<file path="src/rtl/core/mpcs_pkg.sv">
// ----------------------------------------------------------------------------
// mpcs_pkg
// Shared codes and types of the modem power configuration sequencer.
// ----------------------------------------------------------------------------
package mpcs_pkg;

  localparam logic [2:0] CmdTick    = 3'd0;
  localparam logic [2:0] CmdPinAck  = 3'd1;
  localparam logic [2:0] CmdAlive   = 3'd2;
  localparam logic [2:0] CmdCfgDone = 3'd3;
  localparam logic [2:0] CmdStart   = 3'd4;

  localparam logic [1:0] KindSetPin = 2'd0;
  localparam logic [1:0] KindCfgReq = 2'd1;
  localparam logic [1:0] KindStart  = 2'd2;
  localparam logic [1:0] KindEnd    = 2'd3;

  localparam logic [1:0] CfgModemPin  = 2'd0;
  localparam logic [1:0] CfgMagnetPin = 2'd1;
  localparam logic [1:0] CfgEnable    = 2'd2;

  // one queued tick: either the three-word start burst or a single word
  typedef struct packed {
    logic       multi;
    logic [1:0] kind;
    logic [3:0] pin;
    logic       level;
    logic [7:0] role;
  } burst_t;

  typedef struct packed {
    logic [3:0] modem_pin;
    logic [3:0] magnet_pin;
    logic       enabled;
  } cfg_t;

  typedef struct packed {
    logic full;
    logic empty;
  } q_stat_t;

endpackage

</file>
<file path="src/rtl/core/mpcs_front.sv">
// ----------------------------------------------------------------------------
// mpcs_front
// Accepts input words, walks the phase register and queues tick bursts.
// ----------------------------------------------------------------------------
module mpcs_front (
  input  logic                clk_i,
  input  logic                rst_ni,
  input  logic                in_valid_i,
  output logic                in_stall_o,
  input  logic [2:0]          cmd_i,
  input  logic [3:0]          ack_pin_i,
  input  logic [3:0]          ack_level_i,
  input  logic [7:0]          role_code_i,
  input  mpcs_pkg::cfg_t      cfg_i,
  input  mpcs_pkg::q_stat_t   q_stat_i,
  output logic                push_o,
  output mpcs_pkg::burst_t    entry_o
);

  localparam logic [3:0] PhIdle      = 4'd0;
  localparam logic [3:0] PhBegin     = 4'd1;
  localparam logic [3:0] PhWaitOff1  = 4'd2;
  localparam logic [3:0] PhMagOn     = 4'd3;
  localparam logic [3:0] PhWaitMagOn = 4'd4;
  localparam logic [3:0] PhModemOn   = 4'd5;
  localparam logic [3:0] PhWaitOn1   = 4'd6;
  localparam logic [3:0] PhWaitAlive = 4'd7;
  localparam logic [3:0] PhMagOff    = 4'd8;
  localparam logic [3:0] PhWaitMagOf = 4'd9;
  localparam logic [3:0] PhWaitCfg   = 4'd10;
  localparam logic [3:0] PhModemOff  = 4'd11;
  localparam logic [3:0] PhWaitOff2  = 4'd12;
  localparam logic [3:0] PhModemOn2  = 4'd13;
  localparam logic [3:0] PhWaitOn2   = 4'd14;
  localparam logic [3:0] PhFinal     = 4'd15;

  logic [3:0] phase_q, phase_d;
  logic [7:0] role_q, role_d;
  logic       accept;
  logic       ack_ok;

  assign in_stall_o = q_stat_i.full;
  assign accept     = in_valid_i && !in_stall_o;
  assign ack_ok     = (ack_level_i[3:1] == 3'd0) && !ack_pin_i[3];

  always_comb begin
    phase_d = phase_q;
    role_d  = role_q;
    push_o  = 1'b0;
    entry_o = '{multi: 1'b0, kind: mpcs_pkg::KindSetPin, pin: 4'd0, level: 1'b0,
                role: 8'd0};
    if (accept) begin
      case (cmd_i)
        mpcs_pkg::CmdTick: begin
          if (cfg_i.enabled) begin
            case (phase_q)
              PhBegin: begin
                push_o        = 1'b1;
                entry_o.multi = 1'b1;
                entry_o.pin   = cfg_i.modem_pin;
                entry_o.role  = role_q;
                phase_d       = PhWaitOff1;
              end
              PhMagOn: begin
                push_o        = 1'b1;
                entry_o.pin   = cfg_i.magnet_pin;
                entry_o.level = 1'b1;
                phase_d       = PhWaitMagOn;
              end
              PhModemOn: begin
                push_o        = 1'b1;
                entry_o.pin   = cfg_i.modem_pin;
                entry_o.level = 1'b1;
                phase_d       = PhWaitOn1;
              end
              PhMagOff: begin
                push_o      = 1'b1;
                entry_o.pin = cfg_i.magnet_pin;
                phase_d     = PhWaitMagOf;
              end
              PhModemOff: begin
                push_o      = 1'b1;
                entry_o.pin = cfg_i.modem_pin;
                phase_d     = PhWaitOff2;
              end
              PhModemOn2: begin
                push_o        = 1'b1;
                entry_o.pin   = cfg_i.modem_pin;
                entry_o.level = 1'b1;
                phase_d       = PhWaitOn2;
              end
              PhFinal: begin
                push_o       = 1'b1;
                entry_o.kind = mpcs_pkg::KindEnd;
                phase_d      = PhIdle;
              end
              default: ;
            endcase
          end
        end
        mpcs_pkg::CmdPinAck: begin
          if (ack_ok) begin
            if (ack_pin_i == cfg_i.modem_pin) begin
              case (phase_q)
                PhWaitOff1: phase_d = PhMagOn;
                PhWaitOn1:  phase_d = PhWaitAlive;
                PhWaitOff2: phase_d = PhModemOn2;
                PhWaitOn2:  phase_d = PhFinal;
                default: ;
              endcase
            end else if (ack_pin_i == cfg_i.magnet_pin) begin
              case (phase_q)
                PhWaitMagOn: phase_d = PhModemOn;
                PhWaitMagOf: phase_d = PhWaitCfg;
                default: ;
              endcase
            end
          end
        end
        mpcs_pkg::CmdAlive: begin
          if (phase_q == PhWaitAlive) phase_d = PhMagOff;
        end
        mpcs_pkg::CmdCfgDone: begin
          if (phase_q == PhWaitCfg) phase_d = PhModemOff;
        end
        mpcs_pkg::CmdStart: begin
          phase_d = PhBegin;
          role_d  = role_code_i;
        end
        default: ;
      endcase
    end
  end

  always_ff @(posedge clk_i or negedge rst_ni) begin
    if (!rst_ni) begin
      phase_q <= PhIdle;
      role_q  <= 8'd0;
    end else begin
      phase_q <= phase_d;
      role_q  <= role_d;
    end
  end

endmodule

</file>
<file path="src/rtl/core/mpcs_queue.sv">
// ----------------------------------------------------------------------------
// mpcs_queue
// Small register queue between the front and the back.
// ----------------------------------------------------------------------------
module mpcs_queue #(
  parameter int unsigned Depth = 2
) (
  input  logic               clk_i,
  input  logic               rst_ni,
  input  logic               push_i,
  input  mpcs_pkg::burst_t   wdata_i,
  input  logic               pop_i,
  output mpcs_pkg::burst_t   rdata_o,
  output mpcs_pkg::q_stat_t  stat_o
);

  localparam int unsigned PtrW = $clog2(Depth);
  localparam int unsigned CntW = $clog2(Depth + 1);

  mpcs_pkg::burst_t mem_q [Depth];
  logic [PtrW-1:0]  wr_ptr_q, wr_ptr_d;
  logic [PtrW-1:0]  rd_ptr_q, rd_ptr_d;
  logic [CntW-1:0]  cnt_q, cnt_d;

  assign stat_o.full  = (cnt_q == CntW'(Depth));
  assign stat_o.empty = (cnt_q == '0);
  assign rdata_o      = mem_q[rd_ptr_q];

  always_comb begin
    wr_ptr_d = wr_ptr_q;
    rd_ptr_d = rd_ptr_q;
    cnt_d    = cnt_q;
    if (push_i) begin
      wr_ptr_d = (wr_ptr_q == PtrW'(Depth - 1)) ? '0 : wr_ptr_q + 1'b1;
    end
    if (pop_i) begin
      rd_ptr_d = (rd_ptr_q == PtrW'(Depth - 1)) ? '0 : rd_ptr_q + 1'b1;
    end
    if (push_i && !pop_i) begin
      cnt_d = cnt_q + 1'b1;
    end else if (pop_i && !push_i) begin
      cnt_d = cnt_q - 1'b1;
    end
  end

  always_ff @(posedge clk_i) begin
    if (push_i) begin
      mem_q[wr_ptr_q] <= wdata_i;
    end
  end

  always_ff @(posedge clk_i or negedge rst_ni) begin
    if (!rst_ni) begin
      wr_ptr_q <= '0;
      rd_ptr_q <= '0;
      cnt_q    <= '0;
    end else begin
      wr_ptr_q <= wr_ptr_d;
      rd_ptr_q <= rd_ptr_d;
      cnt_q    <= cnt_d;
    end
  end

endmodule

</file>
<file path="src/rtl/core/mpcs_back.sv">
// ----------------------------------------------------------------------------
// mpcs_back
// Expands queued bursts into result words behind an output register.
// ----------------------------------------------------------------------------
module mpcs_back (
  input  logic               clk_i,
  input  logic               rst_ni,
  input  mpcs_pkg::burst_t   head_i,
  input  mpcs_pkg::q_stat_t  q_stat_i,
  output logic               pop_o,
  output logic               out_valid_o,
  input  logic               out_stall_i,
  output logic [1:0]         kind_o,
  output logic [3:0]         pin_o,
  output logic               level_o,
  output logic [7:0]         role_o,
  output logic               last_o
);

  localparam logic [1:0] BeatFirst = 2'd0;
  localparam logic [1:0] BeatCfg   = 2'd1;
  localparam logic [1:0] BeatPin   = 2'd2;

  logic       out_valid_q;
  logic [1:0] kind_q, kind_d;
  logic [3:0] pin_q, pin_d;
  logic       level_q, level_d;
  logic [7:0] role_q, role_d;
  logic       last_q, last_d;
  logic [1:0] beat_q, beat_d;
  logic       open;
  logic       load;

  assign open  = !out_valid_q || !out_stall_i;
  assign load  = open && !q_stat_i.empty;
  assign pop_o = load && last_d;

  always_comb begin
    kind_d  = head_i.kind;
    pin_d   = head_i.pin;
    level_d = head_i.level;
    role_d  = 8'd0;
    last_d  = 1'b1;
    if (head_i.multi) begin
      case (beat_q)
        BeatFirst: begin
          kind_d  = mpcs_pkg::KindStart;
          pin_d   = 4'd0;
          level_d = 1'b0;
          last_d  = 1'b0;
        end
        BeatCfg: begin
          kind_d  = mpcs_pkg::KindCfgReq;
          pin_d   = 4'd0;
          level_d = 1'b0;
          role_d  = head_i.role;
          last_d  = 1'b0;
        end
        default: begin
          kind_d  = mpcs_pkg::KindSetPin;
          level_d = 1'b0;
        end
      endcase
    end
    beat_d = beat_q;
    if (load) begin
      beat_d = last_d ? BeatFirst : ((beat_q == BeatFirst) ? BeatCfg : BeatPin);
    end
  end

  always_ff @(posedge clk_i or negedge rst_ni) begin
    if (!rst_ni) begin
      out_valid_q <= 1'b0;
      beat_q      <= BeatFirst;
    end else begin
      if (open) out_valid_q <= !q_stat_i.empty;
      beat_q <= beat_d;
    end
  end

  always_ff @(posedge clk_i) begin
    if (load) begin
      kind_q  <= kind_d;
      pin_q   <= pin_d;
      level_q <= level_d;
      role_q  <= role_d;
      last_q  <= last_d;
    end
  end

  assign out_valid_o = out_valid_q;
  assign kind_o      = kind_q;
  assign pin_o       = pin_q;
  assign level_o     = level_q;
  assign role_o      = role_q;
  assign last_o      = last_q;

endmodule

</file>
<file path="src/rtl/core/modem_power_config_sequencer_core.sv">
// ----------------------------------------------------------------------------
// modem_power_config_sequencer_core
// Sixteen-phase modem power and configuration sequencer.
// ----------------------------------------------------------------------------
//  channel | signals                                    | direction
//  in      | in_valid_i, in_stall_o, cmd/ack/role_code  | word in
//  out     | out_valid_o, out_stall_i, kind..last       | word out
//  cfg     | cfg_we_i, cfg_index_i, cfg_wdata_i         | write only
//
//  Input words are taken one per cycle while the burst queue has room.
//  A tick drains at the output as one word per cycle while out_stall_i is
//  low: three words for the start burst, one otherwise; the output register
//  sets the result rate. Events produce no words and act in the front only.
//  Reset is asynchronous and empties the queue and output register.
// ----------------------------------------------------------------------------
module modem_power_config_sequencer_core #(
  parameter int unsigned QueueDepth = 2
) (
  input  logic       clk_i,
  input  logic       rst_ni,
  input  logic       in_valid_i,
  output logic       in_stall_o,
  input  logic [2:0] cmd_i,
  input  logic [3:0] ack_pin_i,
  input  logic [3:0] ack_level_i,
  input  logic [7:0] role_code_i,
  output logic       out_valid_o,
  input  logic       out_stall_i,
  output logic [1:0] kind_o,
  output logic [3:0] pin_o,
  output logic       level_o,
  output logic [7:0] role_o,
  output logic       last_o,
  input  logic       cfg_we_i,
  input  logic [1:0] cfg_index_i,
  input  logic [3:0] cfg_wdata_i
);

  mpcs_pkg::cfg_t    cfg_q;
  mpcs_pkg::q_stat_t q_stat;
  mpcs_pkg::burst_t  push_entry;
  mpcs_pkg::burst_t  head;
  logic              push;
  logic              pop;

  always_ff @(posedge clk_i or negedge rst_ni) begin
    if (!rst_ni) begin
      cfg_q.modem_pin  <= 4'd0;
      cfg_q.magnet_pin <= 4'd1;
      cfg_q.enabled    <= 1'b1;
    end else if (cfg_we_i) begin
      case (cfg_index_i)
        mpcs_pkg::CfgModemPin:  cfg_q.modem_pin  <= cfg_wdata_i;
        mpcs_pkg::CfgMagnetPin: cfg_q.magnet_pin <= cfg_wdata_i;
        mpcs_pkg::CfgEnable:    cfg_q.enabled    <= cfg_wdata_i[0];
        default: ;
      endcase
    end
  end

  mpcs_front u_front (
    .clk_i       (clk_i),
    .rst_ni      (rst_ni),
    .in_valid_i  (in_valid_i),
    .in_stall_o  (in_stall_o),
    .cmd_i       (cmd_i),
    .ack_pin_i   (ack_pin_i),
    .ack_level_i (ack_level_i),
    .role_code_i (role_code_i),
    .cfg_i       (cfg_q),
    .q_stat_i    (q_stat),
    .push_o      (push),
    .entry_o     (push_entry)
  );

  mpcs_queue #(
    .Depth (QueueDepth)
  ) u_queue (
    .clk_i   (clk_i),
    .rst_ni  (rst_ni),
    .push_i  (push),
    .wdata_i (push_entry),
    .pop_i   (pop),
    .rdata_o (head),
    .stat_o  (q_stat)
  );

  mpcs_back u_back (
    .clk_i       (clk_i),
    .rst_ni      (rst_ni),
    .head_i      (head),
    .q_stat_i    (q_stat),
    .pop_o       (pop),
    .out_valid_o (out_valid_o),
    .out_stall_i (out_stall_i),
    .kind_o      (kind_o),
    .pin_o       (pin_o),
    .level_o     (level_o),
    .role_o      (role_o),
    .last_o      (last_o)
  );

endmodule

</file>
<file path="config.mk">
export PLATFORM = sky130hd
export DESIGN_NAME = modem_power_config_sequencer_core
export DESIGN_NICKNAME = d
export VERILOG_FILES = /design/src/rtl/core/mpcs_pkg.sv /design/src/rtl/core/mpcs_front.sv /design/src/rtl/core/mpcs_queue.sv /design/src/rtl/core/mpcs_back.sv /design/src/rtl/core/modem_power_config_sequencer_core.sv
export SDC_FILE = /design/constraint.sdc
export NUM_CORES = 1
export LEC_CHECK = 0
export BUFFER_PORTS_ARGS = -buffer_cell sky130_fd_sc_hd__buf_2
export CORE_ASPECT_RATIO = 1.4
export CORE_MARGIN = 10
export CORE_UTILIZATION = 35
export DETAILED_ROUTE_END_ITERATION = 10
export RECOVER_POWER = 50
export SLEW_MARGIN = 10
export SYNTH_ARGS = -nofsm -noshare
export SYNTH_HDL_FRONTEND = slang
export SYNTH_SLANG_ARGS = --single-unit
</file>
<file path="constraint.sdc">
create_clock -name clk_i -period 2.6 [get_ports clk_i]
set_input_delay 0.52 -clock clk_i [delete_from_list [all_inputs] [get_ports clk_i]]
set_output_delay 0.52 -clock clk_i [all_outputs]
set_load 0.03 [all_outputs]
</file>
* Word level (Yosys, flattened, before mapping)
Memories as Yosys holds them, arrays and structs flattened.
Index checks and enable logic that the tools add are counted.
W data, S select, Z words.
** Operators by class
- Reductions and logical operators :: 32
- Mux-type cells :: 36
- Eq/ne operators :: 33
- $add $sub $neg :: 4
** Operators with widths (number)
- $mux W16 :: 3
- $eq A4 B4 Y1 const B :: 8
- $mux W4 :: 8
- $pmux W4 S7 :: 1
- $pmux W4 S5 :: 1
- $eq A4 B3 Y1 const B :: 4
- $pmux W4 S2 :: 2
- $pmux W4 S4 :: 1
- $mux W1 :: 12
- $mux W2 :: 6
- $reduce_and A10 Y1 :: 1
- $reduce_and A2 Y1 :: 5
- $eq A4 B2 Y1 const B :: 2
- $eq A4 B4 Y1 :: 2
- $mux W8 :: 1
- $ne A8 B2 Y1 const B :: 1
- $logic_not A1 Y1 :: 7
- $reduce_or A7 Y1 :: 1
- $eq A3 B2 Y1 const B :: 2
- $logic_and A1 B1 Y1 :: 6
- $logic_not A2 Y1 :: 3
- $logic_not A3 Y1 :: 2
- $ne A2 B1 Y1 const B :: 3
- $ne A6 B6 Y1 const B :: 1
- other kinds (18) :: 22
** Storage, ports and cells
- Memories kept :: 1
- RAM bits :: 32
- Flip-flop bits (word level) :: 44
- Bits of input ports :: 30
** Memory list
- u_queue.mem_q :: words 2, width 16, read ports 1, clocked after Yosys merged registers in 0, wr ports 1, line mpcs_queue.sv:20 : mpcs_pkg::burst_t mem_q [Depth];

* Depth between registers and ports, before layout
- Depth after elaboration :: 10
- Gate-level depth with buffers :: 9
- Depth with buffers taken out :: 8

* By module
Synthesis repeated with hierarchy kept, for this count alone.
** Unflattened totals
- Cell total of the unflattened synthesis :: 265
- Area total of the unflattened synthesis :: 3592.2 um2
** Modules (own cells, without submodules)
- mpcs_queue :: area an instance 1392.6 um2, cells each 66, instances 1
- mpcs_front :: area an instance 1098.6 um2, cells each 133, instances 1
- mpcs_back :: area an instance 738.2 um2, cells each 45, instances 1
- modem_power_config_sequencer_core :: area an instance 362.8 um2, cells each 21, instances 1

* Worst setup path before layout
No wires, ideal clock.
- Kind :: reg2reg
- From :: register u_queue.cnt_q[1]
- To :: memory u_queue.mem_q[0][0] in the netlist's numbering, enable pin
- Arrival time :: 2.323 ns
- Setup slack :: -0.111 ns
- Stages on the path, launching flop included :: 6
- Setup time :: 0.388 ns
- Clock period less this slack :: 2.711 ns
- Data required time :: 2.212 ns
- Path through :: dfrtp_1 -> nor2b_1 -> nor2b_1 -> nand4b_1 -> a2111oi_2 -> nor2b_1
** Between the ends
- Cells in the longest elaborated chain, start to end :: 6
** RTL lines
- start: declaration :: line mpcs_queue.sv:23 : logic [CntW-1:0] cnt_q, cnt_d;
- start signal: assignment :: line mpcs_queue.sv:60 : cnt_q <= cnt_d;
- $eq A2 B2 Y1 :: line mpcs_queue.sv:25 : assign stat_o.full = (cnt_q == CntW'(Depth));
- via in_stall_o :: line modem_power_config_sequencer_core.sv:22 : output logic in_stall_o,
- $logic_not A1 Y1 :: line mpcs_front.sv:43 : assign accept = in_valid_i && !in_stall_o;
- $logic_and A1 B1 Y1 :: line mpcs_front.sv:43
- $mux W1 :: line mpcs_front.sv:52 : if (accept) begin
- via push :: line modem_power_config_sequencer_core.sv:43 : logic push;
- $mux W1 :: line mpcs_queue.sv:47 : if (push_i) begin
- $mux W1 (not written as such) :: line mpcs_queue.sv:48 : mem_q[wr_ptr_q] <= wdata_i;
- end: declaration :: line mpcs_queue.sv:20
The timed path passes the listed nets, and every way through them passes these cells.

* Final worst setup path
- From :: register u_front.phase_q[3]
- To :: register u_front.phase_q[2]
** Between the ends
- Cells in the longest elaborated chain, start to end :: 6
- Elaborated cells between the ends (all ways) :: 29
- Those cells by class :: 20 x eq/ne; 8 x mux; 1 x reduce/logical
** RTL lines
- start: declaration :: line mpcs_front.sv:37 : logic [3:0] phase_q, phase_d;
- start signal: assignment :: line mpcs_front.sv:137 : phase_q <= PhIdle;
- start signal: assignment :: line mpcs_front.sv:140 : phase_q <= phase_d;
- $eq A4 B4 Y1 / $eq A4 B3 Y1 (equally long branches) :: line mpcs_front.sv:112 : case (phase_q)
- $pmux W4 S2 :: line mpcs_front.sv:112
- $mux W4 :: line mpcs_front.sv:111 : end else if (ack_pin_i == cfg_i.magnet_pin) begin
- $mux W4 :: line mpcs_front.sv:103 : if (ack_pin_i == cfg_i.modem_pin) begin
- $mux W4 :: line mpcs_front.sv:102 : if (ack_ok) begin
- $pmux W4 S5 :: line mpcs_front.sv:53 : case (cmd_i)
Parallel ways exist; a longest one is shown, timed or not. The select of a mux whose other input is x is not followed.
A chain may end at the register's enable or synchronous reset.

==> metrics.csv <==
stage;metric;value;unit
sta;period_share;0.856;
sta;max_freq;0.449;GHz
synthesis;yosysUniqueCellTypes;53;
worst_setup_path;cp-startpoint;u_front.phase_q[3];
worst_setup_path;cp_max_fo;13;
route;wl_per_cell;14.4;um
sta;fin_tns_setup;0;ns
worst_setup_path;worstPathRequired;2.81;ns
synthesis;synth-edff-count;46;
synthesis;yosysWarnings;0;
placed_design;globalplace.congestion;0.893;
synthesis;yosysTopAreaCell;edfxtp_1;
cts;tritoncts;built;
worst_setup_path;crit_family;simple AND/OR/NAND/NOR gates;
floorplan;coreArea;9510;um^2
cells_and_area;stdcell_count;467;
outcome;status;complete, but fails checks;
synthesis;synth_area_leaders;edfxtp_1 (40%), dfrtp_1 (19%), mux2_2 (5.6%);
sta;drv_slew;29;
worst_setup_path;cp-start-kind;flop;
sta;relSlewSlack;-0.0416;
synthesis;synth.ff_latch_count;74;
synthesis;syn_area;3440;um^2
cts;clock-sinks;74;
power_and_ir_drop;power;4.38;mW
floorplan;fp.dieW;104;um
worst_hold_path;min_from;out_stall_i;
worst_setup_path;crit_path_frequent_cell;or3b_1;
floorplan;start_util;0.362;
power_and_ir_drop;leakage;1.67;nW
synthesis;ys_async_sr_fraction;0.378;
route;drc;0;
cts;hold_buffers;0;
worst_setup_path;critPathKind;reg2reg;
global_routing;grt_pass1_wl;11400;um
cells_and_area;final_util;0.437;
global_routing;globalRoute.totalOverflow;0;
worst_setup_path;slowest_stage;dfrtp_1;
synthesis;synth_cells;271;
worst_setup_path;rr_startpoint;u_front.phase_q[3];
cts;ctsLongestPathBuffers;2;
cts;clk_pin_slew;0.06;ns
sta;min_period;2.23;ns
floorplan;die_area;14300;um^2
worst_setup_path;r2r_slack;0.37;ns
placed_design;placed_cells;451;
synthesis;ys_top_cells_by_count;edfxtp_1 (46), nor2_1 (29), dfrtp_1 (26);
route;dr.first_iter.drc_count;88;
sta;worstMarginPinSlew;1.56;ns
worst_setup_path;crit_path_cell_trace;or3b_1 -> nor2_2 -> a2111oi_0 -> o211a_2 -> o211ai_1 -> or3b_1;
cts;cts-buffers-inserted;9;
cts;cts-root-buf;clkbuf_16;
worst_setup_path;path_buf_inv;0;
cells_and_area;drive_above_1_share;0.254;
outcome;violations;max-capacitance violations, max-slew violations;
synthesis;seq_area_frac_synth;0.606;
global_routing;grt_antenna_before_repair;0;
route;antenna_left;0;
cts;postCtsSetupRepairBufs;0;
run;maxCapViolCount;1;
worst_hold_path;min-delay-path-class;in2reg;
route;viasPerCell;4.68;
worst_setup_path;slowest_delay;0.58;ns
route;drt_pass1_iterations;4;
cells_and_area;diodes;0;
sta;hold_viol_final;0;
sta;setup_viol;0;
sta;rsz0062_at_grt;false;
route;vias;2187;
sta;skew;0.00492;ns
cells_and_area;areaGrowthSynthToFinish;20.8;%
cts;clock_latency;0.33;ns
worst_setup_path;cp-end-kind;flop;
power_and_ir_drop;power_density;1050;nW/um^2
synthesis;syn_area_per_cell;12.7;um^2
floorplan;rows;42;
global_routing;grt.total_usage;0.101;
placed_design;port_buffers;46;
cts;cts_resized;0;
floorplan;die_h;137;um
synthesis;synth.top_cell.area_share;0.401;
cells_and_area;fin_nets;361;
placed_design;hpwlAfterDp;5060;um
route;drt_wl_total;6740;um
global_routing;grt_pass1_vias;2351;
synthesis;synthFlopType;edfxtp_1;
synthesis;synth_nets;302;
worst_setup_path;cp_data_arrival_time;2.43;ns
synthesis;synth.most_common_cell;edfxtp_1;
power_and_ir_drop;ir_worst_vdd;0.000391;V
floorplan;ioPinCount;48;
cts;ctsHtreeMaxLevel;3;
global_routing;grt_max_degree;29;
==> report_power, final <==
group / switching (mW) / internal [mW]
Clock: 0.470 / 0.768
Sequential: 0.190 / 1.57
Combinational: 0.878 / 0.503
Total: 1.54 / 2.85
==> cells in the final DEF (no fill, tap or decap), types with 3 or more instances in the layout <==
master / synthesis / layout
a211oi_1: 3 / 3
a21oi_1: 8 / 8
a22oi_1: 5 / 5
and2_1: 9 / 9
buf_2: 0 / 26
buf_4: 0 / 8
clkbuf_1: 6 / 22
clkbuf_16: 0 / 9
dfrtp_1: 26 / 26
edfxtp_1: 46 / 46
inv_1: 7 / 7
mux2_2: 17 / 17
mux2i_1: 14 / 14
nand2_1: 16 / 16
nand2b_1: 3 / 3
nor2_1: 29 / 29
nor2b_1: 6 / 5
nor3_1: 8 / 8
o21ai_0: 7 / 7
xnor2_1: 7 / 7
xor2_1: 7 / 7
==> layout make-up <==
| cell class | count | area, um^2 |
|---|---|---|
| timing repair buffer | 58 | 313 |
| fill | 891 | 5350 |
| clock buffer | 10 | 239 |
| clock inverter | 6 | 63.8 |
| tap | 132 | 165 |
| sequential | 74 | 2080 |
| inverter | 7 | 26.3 |
| multi-input combinational | 180 | 1270 |
==> path summary, 6_finish.rpt <==
| kind | cells past startpoint | to |
|---|---|---|
| max | 6 | u_front.phase_q[2] |
| max reg2reg | 6 | u_front.phase_q[2] |
| min in group asynchronous | 1 | u_queue.rd_ptr_q |
| max in group asynchronous | 1 | u_front.role_q[6] |
| min | 3 | u_back.out_valid_o |
| min reg2reg | 2 | u_back.out_valid_o |
==> registers in the layout (all words and copies together), names as in the netlist <==
signal / cells
cfg_q: 9
u_back.role_o: 8
u_back.out_valid_o: 1
u_back.kind_o: 2
u_back.pin_o: 4
u_front.phase_q: 4
u_queue.cnt_q: 2
u_queue.rd_ptr_q: 1
u_back.last_o: 1
u_queue.wr_ptr_q: 1
u_front.role_q: 8
u_back.beat_q: 2
u_back.level_o: 1
u_queue.mem_q: 30
==> routing by layer <==
| metal | up-vias | share of wire | global-route usage |
|---|---|---|---|
| li1 | 1104 | - | - |
| met1 | 1009 | 0.42 | 0.109 |
| met2 | 58 | 0.51 | 0.172 |
| met3 | 16 | 0.041 | 0.0304 |
| met4 | 0 | 0.031 | 0.0620 |
| met5 | - | 0 | 0 |
==> worst register-to-register path, delay by kind of cell (launching register included) <==
kind	cells	cell delay, ns
compound gates	3	0.48
flops	1	0.58
simple gates	3	1.05
==> metrics by stage <==
step	setup WS, ns	cell area [um^2]	hold WS [ns]
final	0.374	4160	0.402
after global routing	0.193	4160	0.409
after CTS	0.344	4190	0.249
after detailed placement	0.261	3890	0.485
after global placement	0.277	3890	0.480
after floorplan	0.136	3440	0.224
==> kinds of logic after synthesis <==
logic type,count (synthesis),share of synthesized area
AOI/OAI and AO/OA,39,0.0775
and+or+nand+nor,93,0.145
adders and majority gates,1,0.00364
muxes,33,0.105
buffers and inverters,17,0.0269
DFF,74,0.606
xor gates and xnor gates,14,0.0356
No activity file was read; power rests on OpenSTA's default activity.
